File: src/rtl/label_mark_table_unit_assert.svh
// ----------------------------------------------------------------------------
// Label mark table assertion macros
// Immediate-consequence and next-cycle property macros clocked on clk.
// ----------------------------------------------------------------------------
`ifndef LABEL_MARK_TABLE_UNIT_ASSERT_SVH
`define LABEL_MARK_TABLE_UNIT_ASSERT_SVH

`define LMT_ASSERT_NOW(lbl, ante, cons, msg) \
  lbl: assert property (@(posedge clk) disable iff (!rst_n) (ante) |-> (cons)) \
    else $error(msg);

`define LMT_ASSERT_NEXT(lbl, ante, cons, msg) \
  lbl: assert property (@(posedge clk) disable iff (!rst_n) (ante) |=> (cons)) \
    else $error(msg);

`endif

File: src/rtl/lmt_pkg.sv
// ----------------------------------------------------------------------------
// Label mark table package
// Shared types and constants for the label mark table cells and control.
// ----------------------------------------------------------------------------
package lmt_pkg;

  localparam int DEFAULT_ENTRIES = 64;

  localparam logic signed [16:0] NO_LINE = -17'sd1;

  typedef enum logic [1:0] {
    KIND_ADD   = 2'd0,
    KIND_FIND  = 2'd1,
    KIND_CLEAR = 2'd2,
    KIND_RANGE = 2'd3
  } lmt_kind_t;

  typedef enum logic [1:0] {
    ST_IDLE,
    ST_SCAN,
    ST_HOLD
  } lmt_state_t;

  typedef struct packed {
    lmt_kind_t   kind;
    logic [15:0] mark_name;
    logic [15:0] line_number;
    logic        up_direction;
    logic [15:0] dest_line;
  } lmt_in_t;

  typedef struct packed {
    logic signed [16:0] found_line;
    logic               in_range;
    logic               table_full;
  } lmt_out_t;

  typedef struct packed {
    logic        we;
    logic [15:0] name;
    logic [15:0] line;
  } lmt_wr_t;

  typedef struct packed {
    logic        valid;
    logic        range_op;
    logic        up;
    logic [15:0] name;
    logic [15:0] ref_line;
    logic [15:0] hi_line;
    logic        hit;
    logic [15:0] best;
  } lmt_tok_t;

endpackage

File: src/rtl/lmt_cell.sv
// ----------------------------------------------------------------------------
// Label mark table cell
// Holds one mark and updates the search token that passes through it.
// ----------------------------------------------------------------------------
module lmt_cell (
  input  logic             clk,
  input  logic             rst_n,
  input  lmt_pkg::lmt_wr_t  wr,
  input  logic             wr_sel,
  input  logic             slot_ok,
  input  lmt_pkg::lmt_tok_t tok_in,
  output lmt_pkg::lmt_tok_t tok_out
);
  import lmt_pkg::*;

  logic [15:0] name_r;
  logic [15:0] line_r;
  lmt_tok_t    tok_r;
  lmt_tok_t    tok_nxt;

  always_ff @(posedge clk) begin
    if (wr.we && wr_sel) begin
      name_r <= wr.name;
      line_r <= wr.line;
    end
  end

  always_comb begin
    tok_nxt = tok_in;
    if (tok_in.range_op) begin
      if (slot_ok && line_r >= tok_in.ref_line && line_r < tok_in.hi_line) begin
        tok_nxt.hit = 1'b1;
      end
    end else if (slot_ok && name_r == tok_in.name) begin
      if (tok_in.up) begin
        if (line_r <= tok_in.ref_line && (!tok_in.hit || line_r > tok_in.best)) begin
          tok_nxt.hit  = 1'b1;
          tok_nxt.best = line_r;
        end
      end else begin
        if (line_r > tok_in.ref_line && (!tok_in.hit || line_r < tok_in.best)) begin
          tok_nxt.hit  = 1'b1;
          tok_nxt.best = line_r;
        end
      end
    end
  end

  always_ff @(posedge clk) begin
    if (!rst_n) begin
      tok_r <= '0;
    end else begin
      tok_r <= tok_nxt;
    end
  end

  assign tok_out = tok_r;

endmodule

File: config.mk
export PLATFORM = sky130hd
export DESIGN_NAME = lmt_cell
export DESIGN_NICKNAME = d
export VERILOG_FILES = /design/src/rtl/label_mark_table_unit_assert.svh /design/src/rtl/lmt_pkg.sv /design/src/rtl/lmt_cell.sv
export SDC_FILE = /design/constraint.sdc
export NUM_CORES = 1
export LEC_CHECK = 0
export BUFFER_PORTS_ARGS = -buffer_cell sky130_fd_sc_hd__buf_4
export CAP_MARGIN = 20
export CORE_AREA = 2 2 124 126
export DETAILED_ROUTE_END_ITERATION = 12
export DIE_AREA = 0 0 126 128
export PLACE_DENSITY = 0.53
export REMOVE_ABC_BUFFERS = 1
export SKIP_LAST_GASP = 1
export SLEW_MARGIN = 20
export SYNTH_ARGS = -nofsm -noshare
export SYNTH_HDL_FRONTEND = slang
export SYNTH_SLANG_ARGS = --single-unit
File: constraint.sdc
create_clock -name clk -period 8.3 [get_ports clk]
set_clock_uncertainty 0.05 [all_clocks]
set_input_delay 0.415 -clock clk [delete_from_list [all_inputs] [get_ports clk]]
set_output_delay 0.415 -clock clk [all_outputs]
set_load 0.02 [all_outputs]
# Word level (Yosys, flattened, before mapping)
# Cells that the tools add are included.
# totals
ff_bits	100
elab_cells	33
input_bits	105
out_inout_bits	68
# classes
reduce_logical	9
mux	7
n_lt_le_gt_ge	6
n_eq_ne	1
# op_table
cell	count
$mux W17	4
$gt A16 B16 Y1	2
$lt A16 B16 Y1	2
$eq A16 B16 Y1	1
$ge A16 B16 Y1	1
$le A16 B16 Y1	1
$mux W16	1
$logic_and A1 B1 Y1	6
$logic_or A1 B1 Y1	2
$mux W1	2
$logic_not A1 Y1	1

# Longest topological paths before layout
# logic_depth
word_depth	7
mapped_depth	10
mapped_depth_nobuf	9

# Least setup slack after synthesis
# OpenSTA, ideal clock, no wires.
# synth_path
kind	in2reg
start	in tok_in[44] (netlist bit)
end	reg tok_r, in the netlist tok_out[10]
setup_ns	0.072
t_required_ns	8.178
cell_stages	9
slack_ns	5.648
arrival_ns	2.530
n_path_buf	1
path_cell_list	inv_1 -> ha_1 -> nand4_1 -> nor4_2 -> a211oi_1 -> or4b_4 -> a22oi_4 -> buf_12 -> mux2i_1
# synth_via
elab_chain_cells	6
word_cells_on_any_way	9
cone_classes	2 x order compare; 5 x mux; 2 x reduce/logical
# synth_rtl
item	line_no	source
from (decl)	lmt_cell.sv:11	input lmt_pkg::lmt_tok_t tok_in,
$gt A16 B16 Y1 or $le A16 B16 Y1 (tied branches)	lmt_cell.sv:41, lmt_cell.sv:36	
$logic_and A1 B1 Y1 (on tied branches)	lmt_cell.sv:41, lmt_cell.sv:36	
$mux W17 (on tied branches)	lmt_cell.sv:41, lmt_cell.sv:36	
$mux W17 *	lmt_cell.sv:35	if (tok_in.up) begin
$mux W17 *	lmt_cell.sv:34	end else if (slot_ok && name_r == tok_in.name) begin
$mux W16 *	lmt_cell.sv:30	if (tok_in.range_op) begin
to (signal assigned)	lmt_cell.sv:53	tok_r <= tok_nxt;
to (decl)	lmt_cell.sv:18	lmt_tok_t tok_r;
# Every way passes the cells marked *; elsewhere a longest branch is shown, timed or not.
# A chain may end at the register's enable or synchronous reset.

# Final worst setup path
# layout_path
start	reg line_r[13]
end	reg tok_r, in the netlist tok_out[2]
# layout_via
elab_chain_cells	7
word_cells_on_any_way	13
cone_classes	4 x order compare; 5 x mux; 4 x reduce/logical
# layout_rtl
item	line_no	source
from (decl)	lmt_cell.sv:17	logic [15:0] line_r;
from (signal assigned)	lmt_cell.sv:24	line_r <= wr.line;
$lt A16 B16 Y1 or $gt A16 B16 Y1 (tied branches)	lmt_cell.sv:41, lmt_cell.sv:36	
$logic_or A1 B1 Y1 (on tied branches)	lmt_cell.sv:41, lmt_cell.sv:36	
$logic_and A1 B1 Y1 (on tied branches)	lmt_cell.sv:41, lmt_cell.sv:36	
$mux W17 (on tied branches)	lmt_cell.sv:41, lmt_cell.sv:36	
$mux W17 *	lmt_cell.sv:35	
$mux W17 *	lmt_cell.sv:34	
$mux W16 *	lmt_cell.sv:30	
# Marked as above.

==> tab_implementation.tex <==
\begin{tabular}{lr}
\hline
Metric & Value \\
\hline
\multicolumn{2}{l}{\textbf{Outcome}} \\
Result of the run & finished, final reports clean \\
\multicolumn{2}{l}{\textbf{Floorplanning}} \\
Initial standard-cell utilization of the core & 29.3\% \\
Die Wd & approximately 130 um \\
Die outline area & about 0.016 mm2 \\
Top-level port count & approximately 170 \\
Total core area & between 0.01 and 0.015 mm2 \\
Number of standard-cell rows in the floorplan & 45 \\
Chip height & approximately 130 um \\
\multicolumn{2}{l}{\textbf{STA}} \\
Final period util & a little under two fifths \\
\# setup viols final & 0 \\
Relative max-transition margin & between 30\% and 40\% \\
Count of final hold-check violations & 0 \\
Summed negative setup slack over all endpoints & 0 ps \\
Transition at the pin with the smallest max-transition slack & approximately 950 ps \\
Minimum clock period after layout & $\sim$3200 ps \\
Final-report max-slew violation count & 0 \\
Smallest hold slack & $\sim$190 ps \\
Maximum clock rate & about 0.32 GHz \\
Setup repair after global routing missed its margin & no \\
\multicolumn{2}{l}{\textbf{Clocking}} \\
CTS Hold Bufs & 0 \\
Number of buffers inserted during clock tree synthesis & 9 \\
TritonCTS Sinks & 100 \\
Bufs on Longest Clock Path & 2 \\
Clock input transition at the sequential cells of the worst setup and hold paths & $\sim$70 ps \\
Clk Tree Root Cell & clkbuf\_16 \\
Number of gates resized after CTS & 0 \\
Buffers inserted during post-CTS setup optimization & 0 \\
Latest clock arrival within the worst-skew pair & approximately 350 ps \\
Number of H-tree branching levels & 3 \\
Clock tree from TritonCTS & done \\
\multicolumn{2}{l}{\textbf{Route}} \\
Number of vias per cell after detailed routing & 4.34 \\
Pre-antenna DRT Iters & 4 \\
ANT nets after route & 0 \\
Via count & around 3400 \\
Overall routed net length & $\sim$11000 um \\
Number of design-rule violations left by the first detailed-router iteration & a little under 80 \\
Remaining DRCs & 0 \\
Post-DR wirelength/cell & about 15 um \\
\multicolumn{2}{l}{\textbf{Cells and area}} \\
Post-layout net count & 733 \\
Diode count & 0 \\
Ratio of cells with drive above 1 in the final layout & 33.3\% \\
FILL cells & $\sim$1500 \\
Final Instance Area & a little over 0.006 mm2 \\
Area growth, synth to finish & 40.7\% \\
\multicolumn{2}{l}{\textbf{Placed design}} \\
Global placement routability congestion & 0.756 \\
I/O Buffers & around 170 \\
Instance area at placement & between 0.005 and 0.006 mm2 \\
Detailed Place HPWL & 9010 um \\
\multicolumn{2}{l}{\textbf{Pwr}} \\
Maximum VDD drop & 163 uV \\
PwrDens & between 150 and 200 mW/mm2 \\
Lkg Pwr & 2.89 nW \\
\multicolumn{2}{l}{\textbf{Setup path}} \\
Data arrival time at the worst-slack endpoint & roughly 3400 ps \\
Crit Path Category & register to register \\
Worst Path Required & between 8000 and 9000 ps \\
Largest driver fanout on the critical path & 16 \\
CP Capture Type & register \\
CP delay by family, top & simple AND/OR/NAND/NOR gates \\
WP buf/inv & 0 \\
Cells along the critical path & ha\_1 > nand4\_1 > nor4\_2 > a211oi\_1 > or4b\_4 > a22oi\_4 > mux2i\_1 \\
Crit path largest cell delay & roughly 670 ps \\
Launching element type of the critical path & register \\
FF-to-FF setup slack & $\sim$5000 ps \\
Critical path's slowest cell & a22oi\_4 \\
\multicolumn{2}{l}{\textbf{Hold path}} \\
Class of the tightest hold or removal check & input pin to register \\
\multicolumn{2}{l}{\textbf{Yosys}} \\
Synth Cell Area & 0.00435 mm2 \\
Gate count after technology mapping & roughly 410 \\
Avg Synthesized Cell Area & between 10 and 15 um2 \\
Number of enable-type register cells in the synthesized netlist & 32 \\
Number of unique standard cell types used by synthesis & 36 \\
Post-synth top flop & dfxtp\_1 \\
Share of flip-flops with an asynchronous set or reset after synthesis & 0\% \\
Count of warnings emitted by yosys & 0 \\
Sequential cell area fraction in the yosys report & between 50\% and 60\% \\
\#FFs+latches synth & 100 \\
\multicolumn{2}{l}{\textbf{Global route}} \\
Vias in the first global route & 3511 \\
Initial antenna violation count & 0 \\
Pin count of the biggest net entering global routing & 55 \\
Overall fraction of global-route tracks in use & 14.4\% \\
Overflow after GRT & 0 \\
Wire length of the first global-routing pass & between 15000 and 20000 um \\
\multicolumn{2}{l}{\textbf{Flow run}} \\
Max-cap check violation count & 0 \\
\hline
\end{tabular}
## worst reg2reg max path: stages (launching register included)
cell	delay (ps)
edfxtp_1	480
ha_1	340
nand4_1	180
nor4_2	380
a211oi_1	170
or4b_4	560
a22oi_4	670
mux2i_1	270
## cell usage after synthesis (5+ instances only)
cell type,count,share of area [%]
mux2i_1,16,3.7
and2_1,22,3.2
edfxtp_1,32,22
inv_1,50,4.3
a21o_1,5,0.86
nand4_1,8,1.2
dfxtp_1,68,31
ha_1,47,14
nor2_1,34,2.9
nand2_1,45,3.9
a21oi_1,16,1.8
xnor2_1,12,2.4
clkbuf_1,9,0.78
o21ai_0,8,0.92
## sequential cells by signal (all words and copies together), names as in the netlist
signal,count
line_r,16
tok_out,68
name_r,16
## final timing paths
check	from	to	depth (start not counted)
setup reg to reg	line_r[13]	tok_out[2]	7
setup / recovery	line_r[13]	tok_out[2]	7
hold / removal	wr[26]	name_r[10]	1
hold reg to reg	line_r[0]	tok_out[0]	2
## stage by stage
stage	power, mW	instances	util (%)	worst slack (ps)
2_1_floorplan	0.648	398	-	5590
3_3_place_gp	0.744	758	39.2	5160
3_5_place_dp	0.748	758	39.2	5030
4_1_cts	1.17	774	41.2	5060
5_1_grt	1.21	774	41.2	4860
6_report	1.15	774	41.2	5130
## logic make-up after synthesis
logic type / count (synthesis) / share of synthesized area [%]
compound gates: 41 / 6.10
xor+xnor: 16 / 3.22
fa+ha+maj: 47 / 13.5
buf+inv: 60 / 5.55
flops: 100 / 53.4
mux: 17 / 3.94
simple gates: 127 / 14.2
## per-layer routing
metal  global-route usage, %  wire length [um]
met1                    15.9              4540
met2                    24.5              5500
met3                    7.80              1230
met4                    2.91                91
met5                       0                 0
## layout make-up
cell class / count / area [um2] / share of cell area, %
multi-input combinational: 248 / 1790 / 29.2
clock buffer: 10 / 229 / 3.74
tap: 188 / 235 / 3.85
clock inverter: 6 / 66.3 / 1.08
timing repair buffer: 172 / 1290 / 21.1
sequential: 100 / 2320 / 38.0
inverter: 50 / 188 / 3.07
## placed cells by master (no fill, tap or decap), types with 2 or more instances in the layout
| cell type | instances |
|---|---|
| ha_1 | 47 |
| o21ai_0 | 8 |
| edfxtp_1 | 32 |
| nand4_1 | 8 |
| nand3_1 | 4 |
| nand2_1 | 45 |
| o21a_1 | 2 |
| nor4_1 | 4 |
| mux2i_1 | 16 |
| clkinvlp_4 | 3 |
| buf_4 | 172 |
| and2_2 | 3 |
| clkbuf_16 | 9 |
| nor2_1 | 34 |
| inv_1 | 49 |
| a21o_1 | 5 |
| and2_1 | 21 |
| xnor2_1 | 12 |
| dfxtp_1 | 68 |
| a21oi_1 | 16 |
| o211ai_1 | 2 |
| nor4_2 | 2 |
| a211oi_1 | 2 |
| xor2_1 | 4 |
## where the power goes
part           switching [mW]  total, mW  internal, mW
clock                   0.183      0.417         0.234
combinational          0.0930      0.184        0.0912
sequential             0.0141      0.549         0.535
No activity file was read; power rests on OpenSTA's default activity.
