--- config.mk ---
export PLATFORM = sky130hd
export DESIGN_NAME = lmt_ctrl
export DESIGN_NICKNAME = d
export VERILOG_FILES = /design/src/rtl/label_mark_table_unit_assert.svh /design/src/rtl/lmt_pkg.sv /design/src/rtl/lmt_ctrl.sv
export SDC_FILE = /design/constraint.sdc
export NUM_CORES = 1
export LEC_CHECK = 0
export ABC_AREA = 0
export BUFFER_PORTS_ARGS = -buffer_cell sky130_fd_sc_hd__buf_2
export CORE_AREA = 2 2 108 89
export DETAILED_ROUTE_END_ITERATION = 6
export DIE_AREA = 0 0 110 91
export MAX_ROUTING_LAYER = met4
export PLACE_DENSITY = 0.78
export SETUP_SLACK_MARGIN = 0.15
export SYNTH_ARGS = -nofsm -noshare
export SYNTH_HDL_FRONTEND = slang
export SYNTH_SLANG_ARGS = --single-unit
export TNS_END_PERCENT = 100
--- constraint.sdc ---
create_clock -name clk -period 3.45 [get_ports clk]
set_clock_uncertainty 0.2 [all_clocks]
set_input_delay 0.69 -clock clk [delete_from_list [all_inputs] [get_ports clk]]
set_output_delay 0.69 -clock clk [all_outputs]
set_load 0.05 [all_outputs]
--- src/rtl/label_mark_table_unit_assert.svh ---
// ----------------------------------------------------------------------------
// Label mark table assertion macros
// Immediate-consequence and next-cycle property macros clocked on clk.
// ----------------------------------------------------------------------------
`ifndef LABEL_MARK_TABLE_UNIT_ASSERT_SVH
`define LABEL_MARK_TABLE_UNIT_ASSERT_SVH

`define LMT_ASSERT_NOW(lbl, ante, cons, msg) \
  lbl: assert property (@(posedge clk) disable iff (!rst_n) (ante) |-> (cons)) \
    else $error(msg);

`define LMT_ASSERT_NEXT(lbl, ante, cons, msg) \
  lbl: assert property (@(posedge clk) disable iff (!rst_n) (ante) |=> (cons)) \
    else $error(msg);

`endif

--- src/rtl/lmt_pkg.sv ---
// ----------------------------------------------------------------------------
// Label mark table package
// Shared types and constants for the label mark table cells and control.
// ----------------------------------------------------------------------------
package lmt_pkg;

  localparam int DEFAULT_ENTRIES = 64;

  localparam logic signed [16:0] NO_LINE = -17'sd1;

  typedef enum logic [1:0] {
    KIND_ADD   = 2'd0,
    KIND_FIND  = 2'd1,
    KIND_CLEAR = 2'd2,
    KIND_RANGE = 2'd3
  } lmt_kind_t;

  typedef enum logic [1:0] {
    ST_IDLE,
    ST_SCAN,
    ST_HOLD
  } lmt_state_t;

  typedef struct packed {
    lmt_kind_t   kind;
    logic [15:0] mark_name;
    logic [15:0] line_number;
    logic        up_direction;
    logic [15:0] dest_line;
  } lmt_in_t;

  typedef struct packed {
    logic signed [16:0] found_line;
    logic               in_range;
    logic               table_full;
  } lmt_out_t;

  typedef struct packed {
    logic        we;
    logic [15:0] name;
    logic [15:0] line;
  } lmt_wr_t;

  typedef struct packed {
    logic        valid;
    logic        range_op;
    logic        up;
    logic [15:0] name;
    logic [15:0] ref_line;
    logic [15:0] hi_line;
    logic        hit;
    logic [15:0] best;
  } lmt_tok_t;

endpackage

--- src/rtl/lmt_ctrl.sv ---
// ----------------------------------------------------------------------------
// Label mark table control
// Accepts transactions, keeps the fill level, launches search tokens into the
// cell chain and holds the result register.
// ----------------------------------------------------------------------------
module lmt_ctrl #(
  parameter int ENTRIES = lmt_pkg::DEFAULT_ENTRIES
) (
  input  logic                             clk,
  input  logic                             rst_n,
  input  logic                             in_valid,
  output logic                             in_stall,
  input  lmt_pkg::lmt_in_t                 in_data,
  output logic                             out_valid,
  input  logic                             out_stall,
  output lmt_pkg::lmt_out_t                out_data,
  output lmt_pkg::lmt_wr_t                 wr,
  output logic [$clog2(ENTRIES+1)-1:0]     fill,
  output lmt_pkg::lmt_tok_t                launch,
  input  lmt_pkg::lmt_tok_t                tail
);
  import lmt_pkg::*;

  localparam int FW = $clog2(ENTRIES + 1);

  lmt_state_t  state_r, state_nxt;
  logic [FW-1:0] fill_r, fill_nxt;
  lmt_out_t    hold_r, hold_nxt;
  lmt_out_t    out_r, out_nxt;
  logic        out_valid_r, out_valid_nxt;
  lmt_out_t    res;
  logic        res_valid;
  logic        out_free;

  always_ff @(posedge clk) begin
    if (!rst_n) begin
      state_r     <= ST_IDLE;
      fill_r      <= '0;
      out_valid_r <= 1'b0;
    end else begin
      state_r     <= state_nxt;
      fill_r      <= fill_nxt;
      out_valid_r <= out_valid_nxt;
    end
  end

  always_ff @(posedge clk) begin
    hold_r <= hold_nxt;
    out_r  <= out_nxt;
  end

  always_comb begin
    state_nxt     = state_r;
    fill_nxt      = fill_r;
    hold_nxt      = hold_r;
    out_nxt       = out_r;
    out_free      = !out_valid_r || !out_stall;
    out_valid_nxt = out_valid_r && out_stall;
    in_stall      = (state_r != ST_IDLE);
    wr            = '0;
    launch        = '0;
    res_valid     = 1'b0;
    res.found_line = NO_LINE;
    res.in_range   = 1'b0;
    res.table_full = 1'b0;

    case (state_r)
      ST_IDLE: begin
        if (in_valid) begin
          case (in_data.kind)
            KIND_ADD: begin
              res_valid = 1'b1;
              if (fill_r < FW'(ENTRIES)) begin
                wr.we    = 1'b1;
                wr.name  = in_data.mark_name;
                wr.line  = in_data.line_number;
                fill_nxt = fill_r + FW'(1);
              end else begin
                res.table_full = 1'b1;
              end
            end
            KIND_CLEAR: begin
              res_valid = 1'b1;
              fill_nxt  = '0;
            end
            KIND_FIND: begin
              launch.valid    = 1'b1;
              launch.up       = in_data.up_direction;
              launch.name     = in_data.mark_name;
              launch.ref_line = in_data.line_number;
              state_nxt       = ST_SCAN;
            end
            KIND_RANGE: begin
              launch.valid    = 1'b1;
              launch.range_op = 1'b1;
              if (in_data.line_number < in_data.dest_line) begin
                launch.ref_line = in_data.line_number;
                launch.hi_line  = in_data.dest_line;
              end else begin
                launch.ref_line = in_data.dest_line;
                launch.hi_line  = in_data.line_number;
              end
              state_nxt = ST_SCAN;
            end
            default: begin
              res_valid = 1'b1;
            end
          endcase
        end
      end
      ST_SCAN: begin
        if (tail.valid) begin
          res_valid = 1'b1;
          if (tail.range_op) begin
            res.in_range = tail.hit;
          end else if (tail.hit) begin
            res.found_line = signed'({1'b0, tail.best});
          end
        end
      end
      ST_HOLD: begin
        if (out_free) begin
          out_nxt       = hold_r;
          out_valid_nxt = 1'b1;
          state_nxt     = ST_IDLE;
        end
      end
      default: begin
        state_nxt = ST_IDLE;
      end
    endcase

    if (res_valid) begin
      if (out_free) begin
        out_nxt       = res;
        out_valid_nxt = 1'b1;
        state_nxt     = ST_IDLE;
      end else begin
        hold_nxt  = res;
        state_nxt = ST_HOLD;
      end
    end
  end

  assign out_valid = out_valid_r;
  assign out_data  = out_r;
  assign fill      = fill_r;

endmodule

Yosys cells after proc, flatten, opt, wreduce, memory -nomap -nowiden
Index checks and enable logic that the tools add are counted.

cells by class
  shifts and indexed selects = 0
  add/subtract/negate cells = 1
  $mul = 0
  equal/unequal tests = 10
  bitwise operators = 1
  reductions and logical operators = 13
  magnitude comparators = 2
  multiplexer cells = 41
  divide/modulo/power cells = 0

operators with widths
  operator                                                                count
  33-bit two-way mux                                                      4
  51-bit two-way mux                                                      2
  19-bit two-way mux                                                      4
  17-bit two-way mux                                                      3
  18-bit two-way mux                                                      2
  32-bit two-way mux                                                      1
  16-bit one-hot mux with 2 select lines                                  1
  16-bit < comparator                                                     1
  16-bit two-way mux                                                      1
  1-bit two-way mux                                                       14
  7-bit one-hot mux with 2 select lines                                   1
  2-bit two-way mux                                                       5
  3-bit != test (second input constant)                                   3
  4-bit AND reduction                                                     2
  7-bit by 1-bit adder with 7-bit output (second input constant)          1
  7-bit < comparator (second input constant)                              1
  7-bit two-way mux                                                       1
  2-bit equality test (second input constant)                             3
  2-bit one-hot mux with 3 select lines                                   1
  2-bit by 1-bit equality test with 1-bit output (second input constant)  2
  2-bit logical NOT                                                       2
  2-bit != test (second input constant)                                   2
  2-bit nonzero test                                                      2
  2-bit OR reduction                                                      2
  6 further kinds                                                         7

word-level totals
  register bits = 48
  input bits = 123
  logic and storage cells = 77
  memories = 0
  RAM bits = 0
  bits in latches = 0
  bits in read-only memories = 0
  output and inout bits = 129

Logic depth before layout (Yosys ltp)
Gate-level depths: netlist of the first run.

  depth after elaboration = 7
  gate-level depth with buffers = 9
  mapped depth without buffers = 7

Least setup slack after synthesis of the first run
No wires, ideal clock.

  kind = input-to-output
  from = in in_data[15] in the netlist's numbering
  to = out launch[18] in the netlist's numbering
  path slack = -0.525 ns
  buffers on the path = 1
  data required time = 2.560 ns
  stages = 8
  data arrival time = 3.085 ns
  path through = inv_1 -> ha_1 -> and4_1 -> a21oi_2 -> o211ai_4 -> or2_1 -> buf_4 -> o21ai_0

RTL lines
  item             RTL line        RTL
  start, declared  lmt_ctrl.sv:13  input lmt_pkg::lmt_in_t in_data,
  end, declared    lmt_ctrl.sv:19  output lmt_pkg::lmt_tok_t launch,

==> results of run 1 <==
layout make-up:
cell class / count / area (um^2)
clock inverters: 2 / 35.0
clock buffers: 6 / 72.6
flip-flops and latches: 48 / 1150
inverters: 17 / 73.8
multi-input cells: 341 / 2690
fillers: 659 / 3000
repair buffers: 229 / 1720
well taps: 115 / 144
through the flow:
step | cell area [um^2] | std cells | hold slack, ns | total power, uW | setup TNS, ns
after floorplan | 3960 | 454 | 0.256 | 1270 | 0
after global placement | 5050 | 743 | 0.268 | 1460 | -3.89
after detailed placement | 5050 | 743 | 0.293 | 1480 | -4.02
after CTS | 5730 | 758 | 0.318 | 1960 | 0
after global routing | 5880 | 758 | 0.336 | 2080 | 0
final | 5880 | 758 | 0.319 | 1990 | 0
worst register-to-register path, cell delays in order (launching register included):
cell and delay (ns):
dfxtp_1 0.37, or3b_1 0.41, a21o_1 0.21, a21oi_2 0.46, buf_12 0.24, nand2_1 0.07, o211ai_1 0.10
layer usage:
layer,GRT usage [%],wire length [um],vias to the layer above
li1,-,-,1939
met1,29.9,5020,1959
met2,40.4,6330,243
met3,4.45,1050,50
met4,8.12,408,0
met5,-,0,-
registers in the layout, indices dropped and copies added, names as in the netlist:
name,count
out_valid,1
fill,7
hold_r,19
state_r,2
out_data,19
power by group:
| part | switching [uW] | internal (uW) |
|---|---|---|
| Clock | 178 | 215 |
| Combinational | 632 | 308 |
| Sequential | 24.2 | 636 |
| Total | 833 | 1160 |
logic make-up (layout without fill, tap and decap cells):
family / after synthesis / count (layout) / synth area share, %
other: 1 / 17 / 0.102
adder cells (fa/ha/maj): 16 / 16 / 5.47
XOR/XNOR: 5 / 5 / 1.20
AND/OR/NAND/NOR: 181 / 181 / 26.8
multiplexers: 20 / 20 / 5.50
AO/OA/AOI/OAI: 102 / 102 / 20.1
flip-flops: 48 / 48 / 31.4
buffers and inverters: 65 / 254 / 9.47
synthesized netlist by cell type, drive strengths merged (17+ instances only):
master and count:
nand2 60, o21ai 55, buf 35, and2 32, dfxtp 29, and3 19
edfxtp 19, mux2i 19, nand3 18, inv 17, o211ai 17
worst paths after layout:
check                     startpoint                 endpoint  slack [ns]  cells past startpoint
min          state_r[1]$_SDFFE_PN0P_  state_r[0]$_SDFFE_PN0P_        0.32                      1
max reg2reg  state_r[0]$_SDFFE_PN0P_     out_data[18]$_DFF_P_        1.32                      6
min reg2reg  state_r[1]$_SDFFE_PN0P_  state_r[0]$_SDFFE_PN0P_        0.32                      1
max                      in_data[26]               launch[46]        0.06                      9
cells in the final DEF, fill, tap and decap left out, types with 3 or more instances in the layout:
| cell type | netlist | final |
|---|---|---|
| buf_12 | 0 | 4 |
| o21ai_1 | 1 | 3 |
| and3_1 | 19 | 19 |
| dfxtp_1 | 29 | 29 |
| o21ai_4 | 1 | 28 |
| buf_6 | 1 | 45 |
| and2_1 | 32 | 32 |
| o32a_1 | 16 | 16 |
| buf_2 | 13 | 137 |
| inv_1 | 17 | 7 |
| or3_1 | 16 | 16 |
| mux2i_1 | 19 | 18 |
| inv_2 | 0 | 6 |
| conb_1 | 1 | 17 |
| ha_1 | 16 | 6 |
| nand4_1 | 4 | 4 |
| buf_8 | 0 | 11 |
| o21ai_2 | 11 | 5 |
| nand3_1 | 17 | 17 |
| o21ai_0 | 42 | 19 |
| ha_4 | 0 | 10 |
| clkbuf_8 | 0 | 5 |
| buf_4 | 21 | 30 |
| a21o_1 | 3 | 3 |
| xor2_1 | 3 | 3 |
| nor2_1 | 11 | 11 |
| nor3b_1 | 4 | 3 |
| inv_4 | 0 | 4 |
| nand2_1 | 59 | 59 |
| a21oi_1 | 5 | 4 |
| edfxtp_1 | 19 | 19 |
| o211ai_1 | 16 | 16 |
repair_timing:
action,4_1_cts,5_1_grt
cloned,2,0
resized for setup,119,40
endpoints found under the setup margin,32,32
buffers inserted,5,0
hold endpoints to repair,0,0
pin swaps,25,23
hold buffers,0,0
==> out/qor.txt, run 1 <==
DR iter-0 viols: 286
Reg clk slew, reported paths: 0.09 ns
Pwr/cell area: 339 mW/mm^2
Layout cells sized above 1: 48.4%
DR vias: 4191
Grt ovf: 0
Antenna Cells: 0
Total die area: 0.0100 mm^2
Clock sink count: 48
Crit. End Element: output pin
Top_reg_cell synth: dfxtp_1
Cell area after synthesis: 0.00366 mm^2
Post-synth top area cell: dfxtp_1
CP Launch Type: input pin
Slew Limit Headroom: 55.5%
Crit-path slowest cell: nor4_2
CP dominant cell by count: buf_6
Fmax: 0.295 GHz
Top delay family on crit path: compound AO/OA/AOI/OAI gates
# IOs: 252
Root buffer cell: clkbuf_8
Hold Fails Final Rpt: 0
Synth top area share: 15.9%
Post-layout util: 66.2%
Lkg Pwr: 0.00280 uW
MaxCap Viol Count: 0
Async SR Flop Fraction: 0%
# nets final: 781
Yosys warns: 0
PortBufs: 185
Transition time of the tightest slew-check pin: 0.665 ns
CTS tree: done
Final setup violating endpoints: 0
Starting Density: 41.2%
Max IR drop VDD: 0.355 mV
Critical Path RT: 2.56 ns
Die width: 110 um
Min-delay worst type: reg2reg
Final WL: 12800 um
Vias per inst: 5.53
Clk_lat worst skew: 0.30 ns
Die Ht: 91 um
Clk buf depth: 2
CP Data Arrival Time: 2.50 ns
#FFs+latches synth: 48
Max Fanout on Critical Path: 14
Tmin final: 3.39 ns
Worst path cell trace: buf_6 > ha_4 > nand4_1 > nor4_2 > a22o_2 > buf_6 > o32a_1 > o21ai_4 > buf_6
DRT Pass-1 Iters: 5
Drc violations: 0
GRT Util Overall: 24.5%
Largest net degree at the start of global routing: 51
CP bufs+invs: 3
Delay of the slowest cell on the worst path: 0.28 ns
TritonCTS buffer count: 5
Unique masters post-synth: 51
CORE AREA: 0.00888 mm^2
Status: completed
CTS H-tree lvls: 2
Std cell rows: 31
RSZ-0062 raised after global routing: yes
Post-synth EDFFs: 19
Initial antenna violation count: 0
Final worst slack: 0.0610 ns
Max-slew violation count: 0
Vias in the first global route: 3947
Synthesized area per cell: 8.36 um^2
Dominant cells by area after synthesis: dfxtp_1, edfxtp_1, nand2_1
Post-DP HPWL: 8390 um
Syn-to-layout area delta: 60.7%
Pre-CTS worst setup slack: -0.307 ns
Routed len/inst: 16.9 um
DRT antenna net count: 0
First-pass GRT wire length: 19000 um
Gate Count Post-Synth: 438
Final Cycle Share: 98.2%
Routability cong.: 0.852
Seq/Total Area, Yosys: 31.4%
Crit path kind: in2out
No activity file was read; power rests on OpenSTA's default activity.
==> run 2: changes to the inputs <==
--- a/config.mk
+++ b/config.mk
@@ -7,11 +7,11 @@
 export LEC_CHECK = 0
 export ABC_AREA = 0
 export BUFFER_PORTS_ARGS = -buffer_cell sky130_fd_sc_hd__buf_2
-export CORE_AREA = 2 2 108 89
+export CORE_AREA = 2 2 98 100
 export DETAILED_ROUTE_END_ITERATION = 6
-export DIE_AREA = 0 0 110 91
+export DIE_AREA = 0 0 100 102
 export MAX_ROUTING_LAYER = met4
-export PLACE_DENSITY = 0.78
+export PLACE_DENSITY = 0.76
 export SETUP_SLACK_MARGIN = 0.15
 export SYNTH_ARGS = -nofsm -noshare
 export SYNTH_HDL_FRONTEND = slang
==> constraint.sdc (replaced) <==
create_clock -name clk -period 4.1 [get_ports clk]
set_clock_uncertainty 0.2 [all_clocks]
set_input_delay 0.82 -clock clk [delete_from_list [all_inputs] [get_ports clk]]
set_output_delay 0.82 -clock clk [all_outputs]
set_load 0.05 [all_outputs]
==> out/qor.txt, run 2 (synthesized netlist as in run 1, its figures left out) <==
DR vias: 3871
Tmin final: 3.91 ns
# nets final: 752
Final setup violating endpoints: 0
R2r worst-path depth: 2
Crit-path slowest cell: ha_1
Status: completed
Met2 Use GR: 34.9%
CP Launch Type: input pin
First-pass GRT wire length: 16000 um
Slew Limit Headroom: 59.2%
DRT antenna net count: 0
Vias per inst: 5.34
TritonCTS buffer count: 5
Filler cell count: 902
Total die area: 0.0102 mm^2
Post-Layout Cell Count: 725
Clk_lat worst skew: 0.30 ns
Final WL: 10600 um
Overall power: 1590 uW
Final worst slack: 0.194 ns
Reg-to-Reg End: hold_r[2]$_DFFE_PP_
Die Ht: 102 um
Routed len/inst: 14.6 um
Hold path depth: 2
Layout cells sized above 1: 38.4%
GRT Util Overall: 19.5%
Die width: 100 um
Part of the power in registers: 34.9%
Max Fanout on Critical Path: 8
Fmax: 0.256 GHz
Drc violations: 0
Switch Pwr: 648 uW
Delay of the slowest cell on the worst path: 0.34 ns
Routability cong.: 0.836
Worst Setup SP: in_data[15]
Switching Share: 40.8%
Met1 Use GR: 23.1%
Most frequent cells in the layout: buf_2, nand2_1, and2_1
PortBufs: 185
CORE AREA: 0.00911 mm^2
CTS tree: done
Max-slew violation count: 0
Worst path cell trace: buf_2 > inv_1 > ha_1 > and4_1 > a21oi_2 > o211ai_4 > or2_1 > buf_4 > o21ai_2 > buf_2
Hold Slack: 0.298 ns
DRT Pass-1 Iters: 6
Root buffer cell: clkbuf_8
Grt ovf: 0
Crit. End Element: output pin
Hold Fails Final Rpt: 0
Placed cells: 717
Largest net degree at the start of global routing: 51
Vias in the first global route: 3525
Clk buf depth: 2
CP Data Arrival Time: 2.89 ns
Initial antenna violation count: 0
# IOs: 252
Max IR drop VDD: 0.178 mV
Pre-CTS worst setup slack: 0.251 ns
Transition time of the tightest slew-check pin: 0.609 ns
Starting Density: 40.2%
DR iter-0 viols: 124
Lkg Pwr: 0.00249 uW
Antenna Cells: 0
R2R Path Start: state_r[0]$_SDFFE_PN0P_
Leading cell type in the layout, fill and taps excluded: buf_2
Pwr/cell area: 332 mW/mm^2
Reg clk slew, reported paths: 0.08 ns
Post-DP HPWL: 8150 um
Int Power: 941 uW
Syn-to-layout area delta: 30.6%
CTS H-tree lvls: 2
Final Cycle Share: 95.3%
Min-delay worst type: reg2reg
Crit path kind: in2out
Gate power share: 39.4%
Clock sink count: 48
Critical Path RT: 3.08 ns
Reg2Reg Setup Slack: 2.09 ns
GR Util met3: 2.46%
RSZ-0062 raised after global routing: yes
CP Capture Point: launch[23]
CP dominant cell by count: buf_2
Clk network pwr share: 25.7%
GRT busiest layer: met2
MaxCap Viol Count: 0
Std cell rows: 35
run 2: cell types whose count changed in the layout (fill, tap and decap cells not counted), moves of 10 or more:
cell / before / now
o21ai_4: 28 / 2
buf_8: 11 / 0
buf_4: 30 / 15
buf_6: 45 / 0
inv_1: 7 / 17
ha_1: 6 / 16
buf_2: 137 / 180
o21ai_1: 3 / 17
ha_4: 10 / 0
run 2: critical path, delay by kind of cell:
family | cells | cell delay (ns)
adder cells (fa/ha/maj) | 1 | 0.34
buffers and inverters | 4 | 0.62
AO/OA/AOI/OAI | 3 | 0.51
AND/OR/NAND/NOR | 2 | 0.57
run 2: layer usage:
layer / share of wire (%) / wire, um
met1: 42 / 4480
met2: 51 / 5390
met3: 6.0 / 637
met4: 1.1 / 115
met5: 0 / 0
run 2: cell type report:
class / instances / area [um^2] / area share (%)
Inverter: 17 / 63.8 / 1.34
Clock buffer: 5 / 68.8 / 1.44
Multi-Input combinational cell: 341 / 2240 / 46.8
Sequential cell: 48 / 1150 / 24.1
Clock inverter: 3 / 68.8 / 1.44
Tap cell: 111 / 139 / 2.91
Timing Repair Buffer: 200 / 1050 / 22.0
run 2: worst min path at each step:
stage,startpoint,endpoint,slack [ns]
floorplan,hold_r[18]$_DFFE_PP_,out_data[18]$_DFF_P_,0.26
global placement,out_data[18]$_DFF_P_,out_data[18]$_DFF_P_,0.27
detailed placement,hold_r[18]$_DFFE_PP_,out_data[18]$_DFF_P_,0.30
CTS,out_data[18]$_DFF_P_,out_data[18]$_DFF_P_,0.31
global route,hold_r[18]$_DFFE_PP_,out_data[18]$_DFF_P_,0.34
finish,out_data[18]$_DFF_P_,out_data[18]$_DFF_P_,0.30
run 2: metrics by stage:
stage	util (%)	cell area, um^2	setup TNS, ns
floorplan	-	3720	-0.677
global placement	50.7	4620	0
detailed placement	50.7	4620	0
CTS	52.3	4760	0
global route	52.5	4780	0
finish	52.5	4780	0
run 2: timing repair:
item | 4_1_cts | 5_1_grt
resized for setup | 0 | 6
buffers inserted | 0 | 0
endpoints found under the setup margin | 0 | 17
hold endpoints to repair | 0 | 0
hold buffers | 0 | 0
run 2: power by group through the flow:
stage	clock [uW]	sequential, uW	combinational (uW)
after detailed placement	0	567	621
after global routing	435	560	665
after global placement	0	564	613
after CTS	416	556	623
final	408	555	626
after floorplan	0	698	343
==> run 3: changes to the inputs <==
--- a/config.mk
+++ b/config.mk
@@ -7,11 +7,11 @@
 export LEC_CHECK = 0
 export ABC_AREA = 0
 export BUFFER_PORTS_ARGS = -buffer_cell sky130_fd_sc_hd__buf_2
-export CORE_AREA = 2 2 98 100
+export CORE_AREA = 8 8 114 95
 export DETAILED_ROUTE_END_ITERATION = 6
-export DIE_AREA = 0 0 100 102
+export DIE_AREA = 0 0 122 103
 export MAX_ROUTING_LAYER = met4
-export PLACE_DENSITY = 0.76
+export PLACE_DENSITY = 0.78
 export SETUP_SLACK_MARGIN = 0.15
 export SYNTH_ARGS = -nofsm -noshare
 export SYNTH_HDL_FRONTEND = slang
==> constraint.sdc (replaced) <==
create_clock -name clk -period 4.35 [get_ports clk]
set_clock_uncertainty 0.2 [all_clocks]
set_input_delay 0.87 -clock clk [delete_from_list [all_inputs] [get_ports clk]]
set_output_delay 0.87 -clock clk [all_outputs]
set_load 0.05 [all_outputs]
==> out/qor.txt, run 3 (synthesized netlist as in run 1, its figures left out) <==
Slew Limit Headroom: 57.2%
Post-DP HPWL: 9530 um
Clk network pwr share: 21.9%
MaxCap Viol Count: 0
DR iter-0 viols: 202
Pre-CTS worst setup slack: 0.322 ns
Hold path depth: 2
Final WL: 11900 um
Leading cell type in the layout, fill and taps excluded: buf_2
Max-slew violation count: 0
Max Fanout on Critical Path: 31
Total die area: 0.0126 mm^2
Crit. End Element: output pin
Reg clk slew, reported paths: 0.08 ns
CP Data Arrival Time: 2.90 ns
Crit path kind: in2out
Int Power: 819 uW
PortBufs: 185
Most frequent cells in the layout: buf_2, nand2_1, and2_1, o21ai_0, dfxtp_1
GRT Util Overall: 18.2%
Clk buf depth: 2
# nets final: 750
Switch Pwr: 610 uW
Min-delay worst type: reg2reg
Hold Fails Final Rpt: 0
Overall power: 1430 uW
Switching Share: 42.7%
Layout cells sized above 1: 38.4%
Status: completed
Drc violations: 0
First-pass GRT wire length: 18400 um
Placed cells: 719
Max IR drop VDD: 0.211 mV
Clk_lat worst skew: 0.30 ns
Final Cycle Share: 91.2%
Pwr/cell area: 302 mW/mm^2
Post-CTS setup buffers: 0
Critical Path RT: 3.28 ns
CORE AREA: 0.00888 mm^2
Grt ovf: 0
Fmax: 0.252 GHz
Met2 wire length: 6040 um
# IOs: 252
CTS tree: done
Part of the power in registers: 36.7%
Lkg Pwr: 0.00248 uW
Syn-to-layout area delta: 29.2%
Met3 WL: 593 um
Final worst slack: 0.381 ns
Routed len/inst: 16.4 um
Gate power share: 41.4%
Setup_tns: 0 ns
Hold Slack: 0.311 ns
TritonCTS buffer count: 5
Post-Layout Cell Count: 727
Largest net degree at the start of global routing: 51
Filler cell count: 841
R2r worst-path depth: 4
Root buffer cell: clkbuf_8
Die Ht: 103 um
CP Launch Type: input pin
DRT Pass-1 Iters: 5
CTS H-tree lvls: 2
Vias per inst: 5.23
RSZ-0062 raised after global routing: no
Starting Density: 41.2%
Uppermost layer routed: met4
Antenna Cells: 0
Tmin final: 3.97 ns
Vias in the first global route: 3881
Die width: 122 um
Routability cong.: 0.852
Wl on met1: 5090 um
DR vias: 3802
Initial antenna violation count: 0
Final setup violating endpoints: 0
Clock sink count: 48
DRT antenna net count: 0
Transition time of the tightest slew-check pin: 0.639 ns
Std cell rows: 31
==> run 3: cell types whose count changed in the layout (fill, tap and decap cells not counted), sizes merged <==
| cell | before | now |
|---|---|---|
| inv | 18 | 17 |
| clkbuf | 10 | 7 |
| buf | 195 | 198 |
| clkinv | 0 | 1 |
| bufinv | 2 | 0 |
==> run 3: timing repair <==
action / CTS / global route
endpoints found under the setup margin: 0 / 2
hold buffers: 0 / 0
resized for setup: 0 / 1
==> run 3: worst paths after layout <==
path                               end               startpoint  slack [ns]
setup / recovery            launch[18]              in_data[32]        0.38
hold / removal    out_data[18]$_DFF_P_     out_data[18]$_DFF_P_        0.31
setup reg to reg   hold_r[3]$_DFFE_PP_  state_r[0]$_SDFFE_PN0P_        2.19
hold reg to reg   out_data[18]$_DFF_P_     out_data[18]$_DFF_P_        0.31
==> run 3: cell type report <==
cell class,count,area [um^2],share of cell area (%)
sequential,48,1150,24.3
multi-input combinational,341,2230,47.2
clock buffer,7,108,2.27
tap,115,144,3.04
timing repair buffer,198,1020,21.6
clock inverter,1,8.76,0.185
inverter,17,63.8,1.35
==> run 3: power groups by stage <==
stage	Clock [uW]	Combinational, uW	Sequential, uW
2_1_floorplan	0	322	657
3_3_place_gp	0	582	532
3_5_place_dp	0	590	535
4_1_cts	322	592	525
5_1_grt	339	629	529
6_report	313	591	524
==> run 3: metrics by stage <==
step                      utilization, %  instance area, um^2
after global routing                53.3                 4730
after CTS                           53.2                 4730
after global placement              51.9                 4610
final                               53.3                 4730
after floorplan                        -                 3720
after detailed placement            51.9                 4610
==> run 3: per-layer routing <==
| layer | global-route usage, % | up-vias |
|---|---|---|
| met5 | - | - |
| met4 | 5.39 | 0 |
| met3 | 2.57 | 15 |
| met2 | 30.8 | 132 |
| met1 | 22.0 | 1775 |
| li1 | - | 1880 |
==> run 3: worst max-delay path, stage by stage <==
cell and delay (ns):
buf_2 0.13, ha_1 0.36, nand4_1 0.15, nor4_1 0.29, a22o_2 0.20, buf_4 0.31, o211ai_1 0.16, o21ai_0 0.12
buf_2 0.30
